==> config.mk <==
export PLATFORM = sky130hd
export DESIGN_NAME = cell_grid_neighbor_walker_core
export DESIGN_NICKNAME = d
export VERILOG_FILES = /design/src/sv/cgnw_pkg.sv /design/src/sv/cgnw_ctrl.sv /design/src/sv/cgnw_dp.sv /design/src/sv/cell_grid_neighbor_walker_core.sv
export SDC_FILE = /design/constraint.sdc
export NUM_CORES = 2
export LEC_CHECK = 0
export ABC_AREA = 1
export ABC_CLOCK_PERIOD_IN_PS = 7000
export BUFFER_PORTS_ARGS = -buffer_cell sky130_fd_sc_hd__buf_2
export CAP_MARGIN = 20
export CORE_AREA = 2 2 334 418
export CTS_CLUSTER_SIZE = 30
export DETAILED_ROUTE_END_ITERATION = 10
export DIE_AREA = 0 0 336 420
export GPL_TIMING_DRIVEN = 0
export PLACE_DENSITY = 0.56
export SLEW_MARGIN = 40
export SYNTH_ARGS = -nofsm -noshare
export SYNTH_HDL_FRONTEND = slang
export SYNTH_SLANG_ARGS = --single-unit
==> constraint.sdc <==
create_clock -name clk -period 7 [get_ports clk]
set_clock_uncertainty 0.1 [all_clocks]
set_input_delay 1.4 -clock clk [delete_from_list [all_inputs] [get_ports clk]]
set_output_delay 1.4 -clock clk [all_outputs]
set_load 0.01 [all_outputs]
==> src/sv/cgnw_pkg.sv <==
`default_nettype none

package cgnw_pkg;

  localparam int COORD_BITS = 10;
  localparam int STEP_BITS  = 16;
  localparam int LIN_BITS   = 30;
  localparam int EDGE_BITS  = 11;
  localparam int SY_BITS    = 21;
  localparam int SZ_BITS    = 31;
  localparam int DIMS_BITS  = 2;
  localparam int CNT_BITS   = 4;
  localparam int OP_BITS    = 3;
  localparam int CFG_IDX_BITS  = 3;
  localparam int CFG_DATA_BITS = 31;
  // wide enough for a coordinate plus one and for an edge length
  localparam int CMP_BITS = (COORD_BITS + 1 > EDGE_BITS) ? COORD_BITS + 1 : EDGE_BITS;

  typedef logic [COORD_BITS-1:0] coord_t;
  typedef logic [CMP_BITS-1:0]   cmp_t;
  typedef logic [EDGE_BITS-1:0]  edge_t;
  typedef logic [LIN_BITS-1:0]   lin_t;
  typedef logic [CNT_BITS-1:0]   cnt_t;

  typedef enum logic [OP_BITS-1:0] {
    OP_SET_START  = 3'd0,
    OP_SET_CUR    = 3'd1,
    OP_BACK_START = 3'd2,
    OP_FORWARD    = 3'd3,
    OP_BACKWARD   = 3'd4,
    OP_NEXT_NBR   = 3'd5,
    OP_REWIND     = 3'd6
  } op_t;

  localparam logic [CFG_IDX_BITS-1:0] CFG_DIMS     = CFG_IDX_BITS'(0);
  localparam logic [CFG_IDX_BITS-1:0] CFG_EDGE_X   = CFG_IDX_BITS'(1);
  localparam logic [CFG_IDX_BITS-1:0] CFG_EDGE_Y   = CFG_IDX_BITS'(2);
  localparam logic [CFG_IDX_BITS-1:0] CFG_EDGE_Z   = CFG_IDX_BITS'(3);
  localparam logic [CFG_IDX_BITS-1:0] CFG_STRIDE_Y = CFG_IDX_BITS'(4);
  localparam logic [CFG_IDX_BITS-1:0] CFG_STRIDE_Z = CFG_IDX_BITS'(5);

  typedef enum logic [2:0] {
    S_IDLE,
    S_STEP,
    S_SCAN,
    S_MUL,
    S_SUM,
    S_DONE
  } ctl_state_t;

  typedef struct packed {
    logic load;
    logic step;
    logic scan;
    logic mul;
    logic sum;
  } ctl_cmd_t;

  typedef struct packed {
    logic steps_zero;
    logic ok;
    logic scan_end;
    logic scan_hit;
  } dp_stat_t;

  // one half-shell offset, -1..1 per axis
  typedef struct packed {
    logic signed [1:0] z;
    logic signed [1:0] y;
    logic signed [1:0] x;
  } off_t;

  function automatic off_t shell_off(input cnt_t k);
    off_t o;
    o = '0;
    case (k)
      4'd0:  o = '{z: 2'sd0, y:  2'sd0, x:  2'sd0};
      4'd1:  o = '{z: 2'sd0, y:  2'sd0, x:  2'sd1};
      4'd2:  o = '{z: 2'sd0, y:  2'sd1, x:  2'sd1};
      4'd3:  o = '{z: 2'sd0, y:  2'sd1, x:  2'sd0};
      4'd4:  o = '{z: 2'sd0, y:  2'sd1, x: -2'sd1};
      4'd5:  o = '{z: 2'sd1, y:  2'sd0, x:  2'sd0};
      4'd6:  o = '{z: 2'sd1, y:  2'sd0, x:  2'sd1};
      4'd7:  o = '{z: 2'sd1, y:  2'sd1, x:  2'sd1};
      4'd8:  o = '{z: 2'sd1, y:  2'sd1, x:  2'sd0};
      4'd9:  o = '{z: 2'sd1, y:  2'sd1, x: -2'sd1};
      4'd10: o = '{z: 2'sd1, y:  2'sd0, x: -2'sd1};
      4'd11: o = '{z: 2'sd1, y: -2'sd1, x: -2'sd1};
      4'd12: o = '{z: 2'sd1, y: -2'sd1, x:  2'sd0};
      4'd13: o = '{z: 2'sd1, y: -2'sd1, x:  2'sd1};
      default: o = '0;
    endcase
    return o;
  endfunction

  // table length for the configured dimension count (zero acts as one)
  function automatic cnt_t shell_len(input logic [DIMS_BITS-1:0] d);
    cnt_t n;
    case (d)
      2'd2:    n = CNT_BITS'(5);
      2'd3:    n = CNT_BITS'(14);
      default: n = CNT_BITS'(2);
    endcase
    return n;
  endfunction

endpackage

`default_nettype wire

==> src/sv/cgnw_ctrl.sv <==
`default_nettype none

module cgnw_ctrl
  import cgnw_pkg::*;
(
  input  wire logic               clk,
  input  wire logic               rst,
  input  wire logic               start,
  input  wire logic [OP_BITS-1:0] op,
  input  wire dp_stat_t           stat,
  output ctl_cmd_t                cmd,
  output logic                    busy,
  output logic                    done,
  output logic                    cfg_ready
);

  ctl_state_t state, state_next;

  always_ff @(posedge clk) begin
    if (rst) begin
      state <= S_IDLE;
    end else begin
      state <= state_next;
    end
  end

  always_comb begin
    state_next = state;
    case (state)
      S_IDLE: begin
        if (start) begin
          case (op_t'(op))
            OP_SET_START, OP_SET_CUR: state_next = S_MUL;
            OP_FORWARD, OP_BACKWARD:  state_next = S_STEP;
            OP_NEXT_NBR:              state_next = S_SCAN;
            default:                  state_next = S_DONE;
          endcase
        end
      end
      S_STEP: begin
        if (stat.steps_zero || !stat.ok) state_next = S_DONE;
      end
      S_SCAN: begin
        if (stat.scan_end) state_next = S_DONE;
        else if (stat.scan_hit) state_next = S_MUL;
      end
      S_MUL:  state_next = S_SUM;
      S_SUM:  state_next = S_DONE;
      S_DONE: state_next = S_IDLE;
      default: state_next = S_IDLE;
    endcase
  end

  always_comb begin
    cmd = '0;
    case (state)
      S_IDLE: cmd.load = start;
      S_STEP: cmd.step = !stat.steps_zero && stat.ok;
      S_SCAN: cmd.scan = !stat.scan_end;
      S_MUL:  cmd.mul  = 1'b1;
      S_SUM:  cmd.sum  = 1'b1;
      default: cmd = '0;
    endcase
  end

  assign busy      = (state != S_IDLE);
  assign done      = (state == S_DONE);
  assign cfg_ready = (state == S_IDLE);

endmodule

`default_nettype wire

==> src/sv/cgnw_dp.sv <==
`default_nettype none

module cgnw_dp
  import cgnw_pkg::*;
(
  input  wire logic                     clk,
  input  wire logic                     rst,
  input  wire ctl_cmd_t                 cmd,
  output dp_stat_t                      stat,
  input  wire logic [OP_BITS-1:0]       op,
  input  wire logic [COORD_BITS-1:0]    coord_x,
  input  wire logic [COORD_BITS-1:0]    coord_y,
  input  wire logic [COORD_BITS-1:0]    coord_z,
  input  wire logic [STEP_BITS-1:0]     steps,
  input  wire logic                     cfg_we,
  input  wire logic [CFG_IDX_BITS-1:0]  cfg_index,
  input  wire logic [CFG_DATA_BITS-1:0] cfg_data,
  output logic [COORD_BITS-1:0]         cur_x,
  output logic [COORD_BITS-1:0]         cur_y,
  output logic [COORD_BITS-1:0]         cur_z,
  output logic [LIN_BITS-1:0]           cur_index,
  output logic [COORD_BITS-1:0]         nbr_x,
  output logic [COORD_BITS-1:0]         nbr_y,
  output logic [COORD_BITS-1:0]         nbr_z,
  output logic [LIN_BITS-1:0]           nbr_index,
  output logic                          ok,
  output logic [CNT_BITS-1:0]           nbr_slot
);

  // configuration
  logic [DIMS_BITS-1:0] dims;
  edge_t                edge_len [3];
  logic [SY_BITS-1:0]   stride_y;
  logic [SZ_BITS-1:0]   stride_z;

  // architectural state
  coord_t cur [3];
  coord_t sta [3];
  coord_t nbr [3];
  lin_t   cur_lin, sta_lin, nbr_lin;
  cnt_t   nbr_cnt;
  logic   ok_flag;

  // per-operation working registers
  op_t                  op_q;
  logic [STEP_BITS-1:0] steps_left;
  coord_t               cand [3];
  lin_t                 prod_y, prod_z;

  logic [DIMS_BITS-1:0] used_dims;
  coord_t fwd_cell [3];
  coord_t back_cell [3];
  coord_t scan_cell [3];
  logic   fwd_ok, back_ok, scan_in;
  off_t   off;
  logic [1:0] off_v [3];
  lin_t   lin_sum;

  assign used_dims = (dims == '0) ? DIMS_BITS'(1) : dims;

  // one forward cell step: increment with carry up the used axes
  always_comb begin
    cmp_t inc;
    logic carry;
    carry  = 1'b1;
    fwd_ok = 1'b0;
    for (int i = 0; i < 3; i++) begin
      fwd_cell[i] = cur[i];
      inc = cmp_t'(cur[i]) + cmp_t'(1);
      if (carry && (DIMS_BITS'(i) < used_dims)) begin
        if (inc == cmp_t'(edge_len[i])) begin
          fwd_cell[i] = '0;
        end else begin
          fwd_cell[i] = inc[COORD_BITS-1:0];
          fwd_ok = 1'b1;
          carry  = 1'b0;
        end
      end
    end
  end

  // one backward cell step: borrow reloads edge minus one
  always_comb begin
    cmp_t top;
    logic borrow;
    borrow  = 1'b1;
    back_ok = 1'b0;
    for (int i = 0; i < 3; i++) begin
      back_cell[i] = cur[i];
      top = cmp_t'(edge_len[i]) - cmp_t'(1);
      if (borrow && (DIMS_BITS'(i) < used_dims)) begin
        if (cur[i] == '0) begin
          back_cell[i] = top[COORD_BITS-1:0];
        end else begin
          back_cell[i] = cur[i] - COORD_BITS'(1);
          back_ok = 1'b1;
          borrow  = 1'b0;
        end
      end
    end
  end

  // candidate neighbor for the current table slot
  assign off      = shell_off(nbr_cnt);
  assign off_v[0] = off.x;
  assign off_v[1] = off.y;
  assign off_v[2] = off.z;

  always_comb begin
    cmp_t v;
    logic neg;
    scan_in = 1'b1;
    for (int i = 0; i < 3; i++) begin
      neg = (cur[i] == '0) && (off_v[i] == 2'b11);
      v = cmp_t'(cur[i]) + {{(CMP_BITS-2){off_v[i][1]}}, off_v[i]};
      scan_cell[i] = v[COORD_BITS-1:0];
      if ((DIMS_BITS'(i) < used_dims) && (neg || (v >= cmp_t'(edge_len[i])))) begin
        scan_in = 1'b0;
      end
    end
  end

  assign lin_sum = lin_t'(cand[0]) + prod_y + prod_z;

  assign stat.steps_zero = (steps_left == '0);
  assign stat.ok         = ok_flag;
  assign stat.scan_end   = (nbr_cnt >= shell_len(dims));
  assign stat.scan_hit   = scan_in;

  always_ff @(posedge clk) begin
    if (rst) begin
      dims        <= DIMS_BITS'(3);
      edge_len[0] <= EDGE_BITS'(1);
      edge_len[1] <= EDGE_BITS'(1);
      edge_len[2] <= EDGE_BITS'(1);
      stride_y    <= SY_BITS'(1);
      stride_z    <= SZ_BITS'(1);
      for (int i = 0; i < 3; i++) begin
        cur[i] <= '0;
        sta[i] <= '0;
        nbr[i] <= '0;
      end
      cur_lin <= '0;
      sta_lin <= '0;
      nbr_lin <= '0;
      nbr_cnt <= '0;
      ok_flag <= 1'b0;
    end else begin
      if (cfg_we) begin
        case (cfg_index)
          CFG_DIMS:     dims        <= cfg_data[DIMS_BITS-1:0];
          CFG_EDGE_X:   edge_len[0] <= cfg_data[EDGE_BITS-1:0];
          CFG_EDGE_Y:   edge_len[1] <= cfg_data[EDGE_BITS-1:0];
          CFG_EDGE_Z:   edge_len[2] <= cfg_data[EDGE_BITS-1:0];
          CFG_STRIDE_Y: stride_y    <= cfg_data[SY_BITS-1:0];
          CFG_STRIDE_Z: stride_z    <= cfg_data[SZ_BITS-1:0];
          default: ;
        endcase
      end

      if (cmd.load) begin
        case (op_t'(op))
          OP_SET_START, OP_SET_CUR: begin
            nbr_cnt <= '0;
            ok_flag <= 1'b1;
          end
          OP_BACK_START: begin
            for (int i = 0; i < 3; i++) begin
              cur[i] <= sta[i];
              nbr[i] <= sta[i];
            end
            cur_lin <= sta_lin;
            nbr_lin <= sta_lin;
            nbr_cnt <= '0;
            ok_flag <= 1'b1;
          end
          OP_FORWARD, OP_BACKWARD: ok_flag <= 1'b1;
          OP_NEXT_NBR:             ok_flag <= 1'b0;
          OP_REWIND: begin
            for (int i = 0; i < 3; i++) nbr[i] <= cur[i];
            nbr_lin <= cur_lin;
            nbr_cnt <= '0;
            ok_flag <= 1'b1;
          end
          default: ok_flag <= 1'b0;
        endcase
      end

      if (cmd.step) begin
        nbr_cnt <= '0;
        if (op_q == OP_FORWARD) begin
          for (int i = 0; i < 3; i++) cur[i] <= fwd_cell[i];
          cur_lin <= cur_lin + LIN_BITS'(1);
          nbr_lin <= nbr_lin + LIN_BITS'(1);
          ok_flag <= fwd_ok;
        end else begin
          for (int i = 0; i < 3; i++) cur[i] <= back_cell[i];
          cur_lin <= cur_lin - LIN_BITS'(1);
          nbr_lin <= nbr_lin - LIN_BITS'(1);
          ok_flag <= back_ok;
        end
      end

      if (cmd.scan) begin
        nbr_cnt <= nbr_cnt + CNT_BITS'(1);
        if (scan_in) ok_flag <= 1'b1;
      end

      if (cmd.sum) begin
        case (op_q)
          OP_SET_START: begin
            for (int i = 0; i < 3; i++) begin
              sta[i] <= cand[i];
              cur[i] <= cand[i];
              nbr[i] <= cand[i];
            end
            sta_lin <= lin_sum;
            cur_lin <= lin_sum;
            nbr_lin <= lin_sum;
          end
          OP_SET_CUR: begin
            for (int i = 0; i < 3; i++) begin
              cur[i] <= cand[i];
              nbr[i] <= cand[i];
            end
            cur_lin <= lin_sum;
            nbr_lin <= lin_sum;
          end
          default: begin
            for (int i = 0; i < 3; i++) nbr[i] <= cand[i];
            nbr_lin <= lin_sum;
          end
        endcase
      end
    end
  end

  // working registers, no reset needed
  always_ff @(posedge clk) begin
    if (cmd.load) begin
      op_q       <= op_t'(op);
      steps_left <= steps;
      cand[0]    <= coord_x;
      cand[1]    <= coord_y;
      cand[2]    <= coord_z;
    end
    if (cmd.step) begin
      steps_left <= steps_left - STEP_BITS'(1);
    end
    if (cmd.scan && scan_in) begin
      for (int i = 0; i < 3; i++) cand[i] <= scan_cell[i];
    end
    if (cmd.mul) begin
      prod_y <= (used_dims >= DIMS_BITS'(2)) ? lin_t'(cand[1]) * lin_t'(stride_y) : '0;
      prod_z <= (used_dims >= DIMS_BITS'(3)) ? lin_t'(cand[2]) * lin_t'(stride_z) : '0;
    end
  end

  assign cur_x     = cur[0];
  assign cur_y     = cur[1];
  assign cur_z     = cur[2];
  assign cur_index = cur_lin;
  assign nbr_x     = nbr[0];
  assign nbr_y     = nbr[1];
  assign nbr_z     = nbr[2];
  assign nbr_index = nbr_lin;
  assign ok        = ok_flag;
  assign nbr_slot  = nbr_cnt;

endmodule

`default_nettype wire

==> src/sv/cell_grid_neighbor_walker_core.sv <==
`default_nettype none

// Cell grid cursor: current, start and neighbor cells over a 1-D to 3-D grid.
// Command channel: an op with its coordinates and step count transfers on a
//   clock edge with start high and busy low. busy stays high until the result.
// Result channel: done pulses for one cycle; cur_*, nbr_*, ok and nbr_slot
//   are valid in that cycle. The receiver cannot stall; a result is taken as
//   the done cycle ends. The next command transfers at the earliest in the
//   cycle after done.
// Sequence from command transfer to done:
//   back to start, rewind, unused op:   straight to done
//   set start / set current:            multiply, then sum for index, then done
//   forward / backward by n cells:      step loop, one cell per cycle, then done;
//                                       the loop ends early if the walk leaves grid
//   next neighbor:                      scan of table slots in order; on a hit,
//                                       index multiply and sum; at most 14 slots tried
// Config channel: cfg_index / cfg_data transfer when cfg_valid and cfg_ready;
//   ready is high only while idle. Registers: dims, edges x/y/z, strides y/z.
// Reset: dims 3, edges and strides 1, all cells and indices zero, slot zero.

module cell_grid_neighbor_walker_core
  import cgnw_pkg::*;
(
  input  wire logic                     clk,
  input  wire logic                     rst,
  // command
  input  wire logic                     start,
  output logic                          busy,
  input  wire logic [OP_BITS-1:0]       op,
  input  wire logic [COORD_BITS-1:0]    coord_x,
  input  wire logic [COORD_BITS-1:0]    coord_y,
  input  wire logic [COORD_BITS-1:0]    coord_z,
  input  wire logic [STEP_BITS-1:0]     steps,
  // result
  output logic                          done,
  output logic [COORD_BITS-1:0]         cur_x,
  output logic [COORD_BITS-1:0]         cur_y,
  output logic [COORD_BITS-1:0]         cur_z,
  output logic [LIN_BITS-1:0]           cur_index,
  output logic [COORD_BITS-1:0]         nbr_x,
  output logic [COORD_BITS-1:0]         nbr_y,
  output logic [COORD_BITS-1:0]         nbr_z,
  output logic [LIN_BITS-1:0]           nbr_index,
  output logic                          ok,
  output logic [CNT_BITS-1:0]           nbr_slot,
  // configuration writes
  input  wire logic                     cfg_valid,
  output logic                          cfg_ready,
  input  wire logic [CFG_IDX_BITS-1:0]  cfg_index,
  input  wire logic [CFG_DATA_BITS-1:0] cfg_data
);

  ctl_cmd_t cmd;    // controller -> datapath strobes
  dp_stat_t stat;   // datapath -> controller status
  logic     cfg_we;

  // a config transfer; the controller only raises ready while idle
  assign cfg_we = cfg_valid & cfg_ready;

  // sequencer: load, step loop, neighbor scan, index multiply/sum, done pulse
  cgnw_ctrl u_ctrl (
    .clk       (clk),
    .rst       (rst),
    .start     (start),
    .op        (op),
    .stat      (stat),
    .cmd       (cmd),
    .busy      (busy),
    .done      (done),
    .cfg_ready (cfg_ready)
  );

  // cell registers, carry/borrow step, offset table test, stride multipliers
  cgnw_dp u_dp (
    .clk       (clk),
    .rst       (rst),
    .cmd       (cmd),
    .stat      (stat),
    .op        (op),
    .coord_x   (coord_x),
    .coord_y   (coord_y),
    .coord_z   (coord_z),
    .steps     (steps),
    .cfg_we    (cfg_we),
    .cfg_index (cfg_index),
    .cfg_data  (cfg_data),
    .cur_x     (cur_x),
    .cur_y     (cur_y),
    .cur_z     (cur_z),
    .cur_index (cur_index),
    .nbr_x     (nbr_x),
    .nbr_y     (nbr_y),
    .nbr_z     (nbr_z),
    .nbr_index (nbr_index),
    .ok        (ok),
    .nbr_slot  (nbr_slot)
  );

endmodule

`default_nettype wire
==> results.md <==
• most instantiated flip-flop cell in the synthesis netlist: edfxtp_1
• share of power burned in combinational logic: 0.574
• DRC violation count after routing: 0
• area of the multi-input gates: 0.0262 sq mm
• total area of sequential cells: 0.0101 sq mm
• Die Footprint: 0.141 sq mm
• antenna violations before repair: 15
• async set or reset register ratio after synthesis: 0
• static leakage: 23.5 nW
• max-slew violation count: 0
• final weighted congestion of routability-driven global placement: 0.974
• global-route met1 utilization: 0.276
• number of setup violations in the final report: 0
• number of placement rows: 152
• global-route wire length before repair: 243000 um
• overall fraction of global-route tracks in use: 0.231
• Final Hold Fails: 0
• routed vias/inst: 5.00
• cell with the most instances after synthesis: nand2_1
• fin worst setup slack: 299 ps
• number of flops mapped to enable cells by yosys: 232
• Hold Crit Depth: 2
• Top Ports: 215
• routing layer with the top usage in global route: met2
• Post-Synthesis Cells: 5510
• H-tree level count: 2
• detailed-route via count: 38300
• Post-Syn Nets: 6228
• Final #Nets: 6492
• library cells used by synthesis: 64
• share of the synthesized area in compound gates (AO/OA/AOI/OAI): 0.129
• clock-pin slew of the registers on the worst-case setup and hold paths: 60 ps
• Warnings, synthesis: 0
• routed wire length per instance: 21.5 um
• switching power total: 0.00751 W
• Slew Limit Headroom: 0.336
• worst min path class: register to register
• number of violations reported at the end of detailed-routing iteration 0: 3140
• fraction of layout instances using a drive strength above 1: 0.0757
• critical path startpoint category: register
• cell taking the most area after synthesis: edfxtp_1
• maximum clock path buffer count: 3
• number of CTS-inserted buffers: 46
• Synth Cell Area: 0.0409 sq mm
• Initial Util: 0.298
• endpoint required time on the critical path: 7270 ps
• cell at the root of the clock tree: clkbuf_16
• average cell area after synthesis: 7.42 sq um
• worst skew pair latency: 630 ps
• largest voltage drop on the vdd net: 190 uV
• main area contributors after synthesis: edfxtp_1 17%, fa_1 17%, nand2_1 13%
• critical-path maximum fanout: 10
• synthesized-area fraction occupied by adder cells: 0.257
• clock tree from TritonCTS: built
• width of the die: 336 um
• Internal Pwr Total: 0.00695 W
• Area growth, synth to finish: 12.5%
• final-layout setup total negative slack: 0 ps
• Max Fclk: 149 MHz
• max-cap violations: 0
• proportion of power drawn by the clock network: 0.178
• total power consumption of the routed design: 0.0145 W
• fin crit share: 0.957
• data arrival time of the worst path: 6970 ps
• number of iterations in the first detailed-routing pass: 6
• Synth top area share: 0.170
• Post-CTS Hold Buffers: 0
• quantity of I/O buffers inserted on ports: 213
• chip height: 420 um
• Remaining Overflow, GRT: 0
• pin count of the biggest net entering global routing: 61
• antenna violation net count after detailed routing: 0
• largest family of logic cells by synthesized area: adder cells
• DPL Wire Length: 135000 um
• Net Sw Frac: 0.520
• unrepaired setup endpoints after global routing: false
• xor and xnor area share after synthesis: 0.0269
• number of sinks on the clock net: 388
• worst setup path category: register to register
• via count of the first global-routing pass: 38200
• area of the core: 0.137 sq mm
• post-CTS setup buffer count: 0
• share of the yosys chip area belonging to registers: 0.247
• count of state elements after synthesis: 388
• mux share of post-synthesis cell area: 0
• outcome: finished, final reports clean
• Global Route met3 Usage: 0.0312
• GR Layer Usage met2: 0.406
• top cells by instance count after synthesis: 1374 x nand2_1, 997 x inv_1, 390 x nor2_1, 346 x fa_1, 335 x a21oi_1
• aggregate routed wire length: 165000 um
• layout filler cell count: 14900
• actual slew at the worst max-slew pin: 988 ps
• Critical Path End Type: register
• final critical delay including setup and external delays: 6700 ps
• path depth of the worst reg2reg path: 22
• worst slack at placement: 150 ps
• area share of and/or/nand/nor cells after synthesis: 0.226
• Power per Cell Area: 315 mW/mm^2
• sequential fraction of design power: 0.248
## final cells by class
type	count	share of cell area
Timing Repair Buffer	219	0.0248
Tap cell	1848	0.0503
Inverter	1022	0.0836
Antenna cell	3	0.000163
Sequential cell	388	0.219
Clock buffer	65	0.0291
Buffer	195	0.0184
Clock inverter	20	0.00463
Multi-Input combinational cell	3902	0.570
## power by group through the flow
| stage | logic, W | clock network [W] | registers (W) |
|---|---|---|---|
| 4_1_cts | 0.00826 | 0.00261 | 0.00356 |
| 3_3_place_gp | 0.00815 | 0 | 0.00362 |
| 6_report | 0.00831 | 0.00257 | 0.00358 |
| 5_1_grt | 0.00917 | 0.00269 | 0.00361 |
| 2_1_floorplan | 0.00528 | 0 | 0.00338 |
| 3_5_place_dp | 0.00820 | 0 | 0.00361 |
## stage by stage
| step | std cells | instance area (sq um) | hold slack [ps] | util |
|---|---|---|---|---|
| detailed placement | 7577 | 44400 | 372 | 0.324 |
| finish | 7662 | 46000 | 394 | 0.335 |
| floorplan | 5510 | 40900 | 345 | - |
| CTS | 7662 | 46000 | 386 | 0.335 |
| global route | 7661 | 46000 | 404 | 0.335 |
| global placement | 7571 | 44300 | 360 | 0.323 |
## critical path: stages (launching register included)
cell and delay (ps):
edfxtp_1 310, clkbuf_1 560, clkbuf_1 660, nand2_1 160, fa_1 510, fa_1 550, inv_1 50, fa_1 440
fa_1 510, inv_1 60, fa_1 470, inv_1 40, ha_1 360, nand2_1 110, nor2_1 160, nand3_1 100
nand3_1 220, a21oi_1 190, o21bai_1 280, nand2_1 90, nand2_1 90, o21ai_0 70, a21oi_1 350
## cell families after synthesis
family	Yosys count
simple gates	2215
buf+inv	1220
compound gates	932
fa+ha+maj	631
flops	388
xor+xnor	124
## timing repair
action	in CTS	in global routing
resized for setup	0	5
hold endpoints to repair	0	0
setup endpoints to repair	0	3
## cell usage in the layout, fill, tap and decap left out, types with 232 or more instances in the layout
cell and count:
a21oi_1 334, buf_2 240, edfxtp_1 232, fa_1 346, ha_1 285, inv_1 997, nand2_1 1373, nand3_1 241
nor2_1 389, o21ai_0 325
## sequential cells by signal (all words and copies together) (netlist names), 4 cells and up
register / flops
u_dp.stride_y: 21
u_dp.stride_z: 30
u_dp.prod_z: 30
u_dp.cur: 30
u_dp.sta: 30
u_dp.nbr_slot: 4
u_dp.nbr: 30
u_dp.cand: 30
u_dp.nbr_index: 30
u_dp.steps_left: 16
u_dp.off: 5
u_dp.edge_len: 33
u_dp.prod_y: 30
u_dp.sta_lin: 30
u_dp.cur_index: 30
## worst paths after layout
kind	from	endpoint	slack [ps]
setup reg to reg	u_dp.cand[0][26]	u_dp.prod_z[24]	300
setup / recovery	u_dp.cand[0][26]	u_dp.prod_z[24]	300
hold reg to reg	u_dp.sta_lin[27]	u_dp.sta_lin[27]	390
hold / removal	u_dp.sta_lin[27]	u_dp.sta_lin[27]	390
## metal layers
layer | up-vias | wire length (um)
met4 | 20 | 8800
met5 | - | 116
met2 | 1263 | 80400
li1 | 18200 | -
met3 | 310 | 9080
met1 | 18500 | 66100
Power figures use the tool's default switching activity.
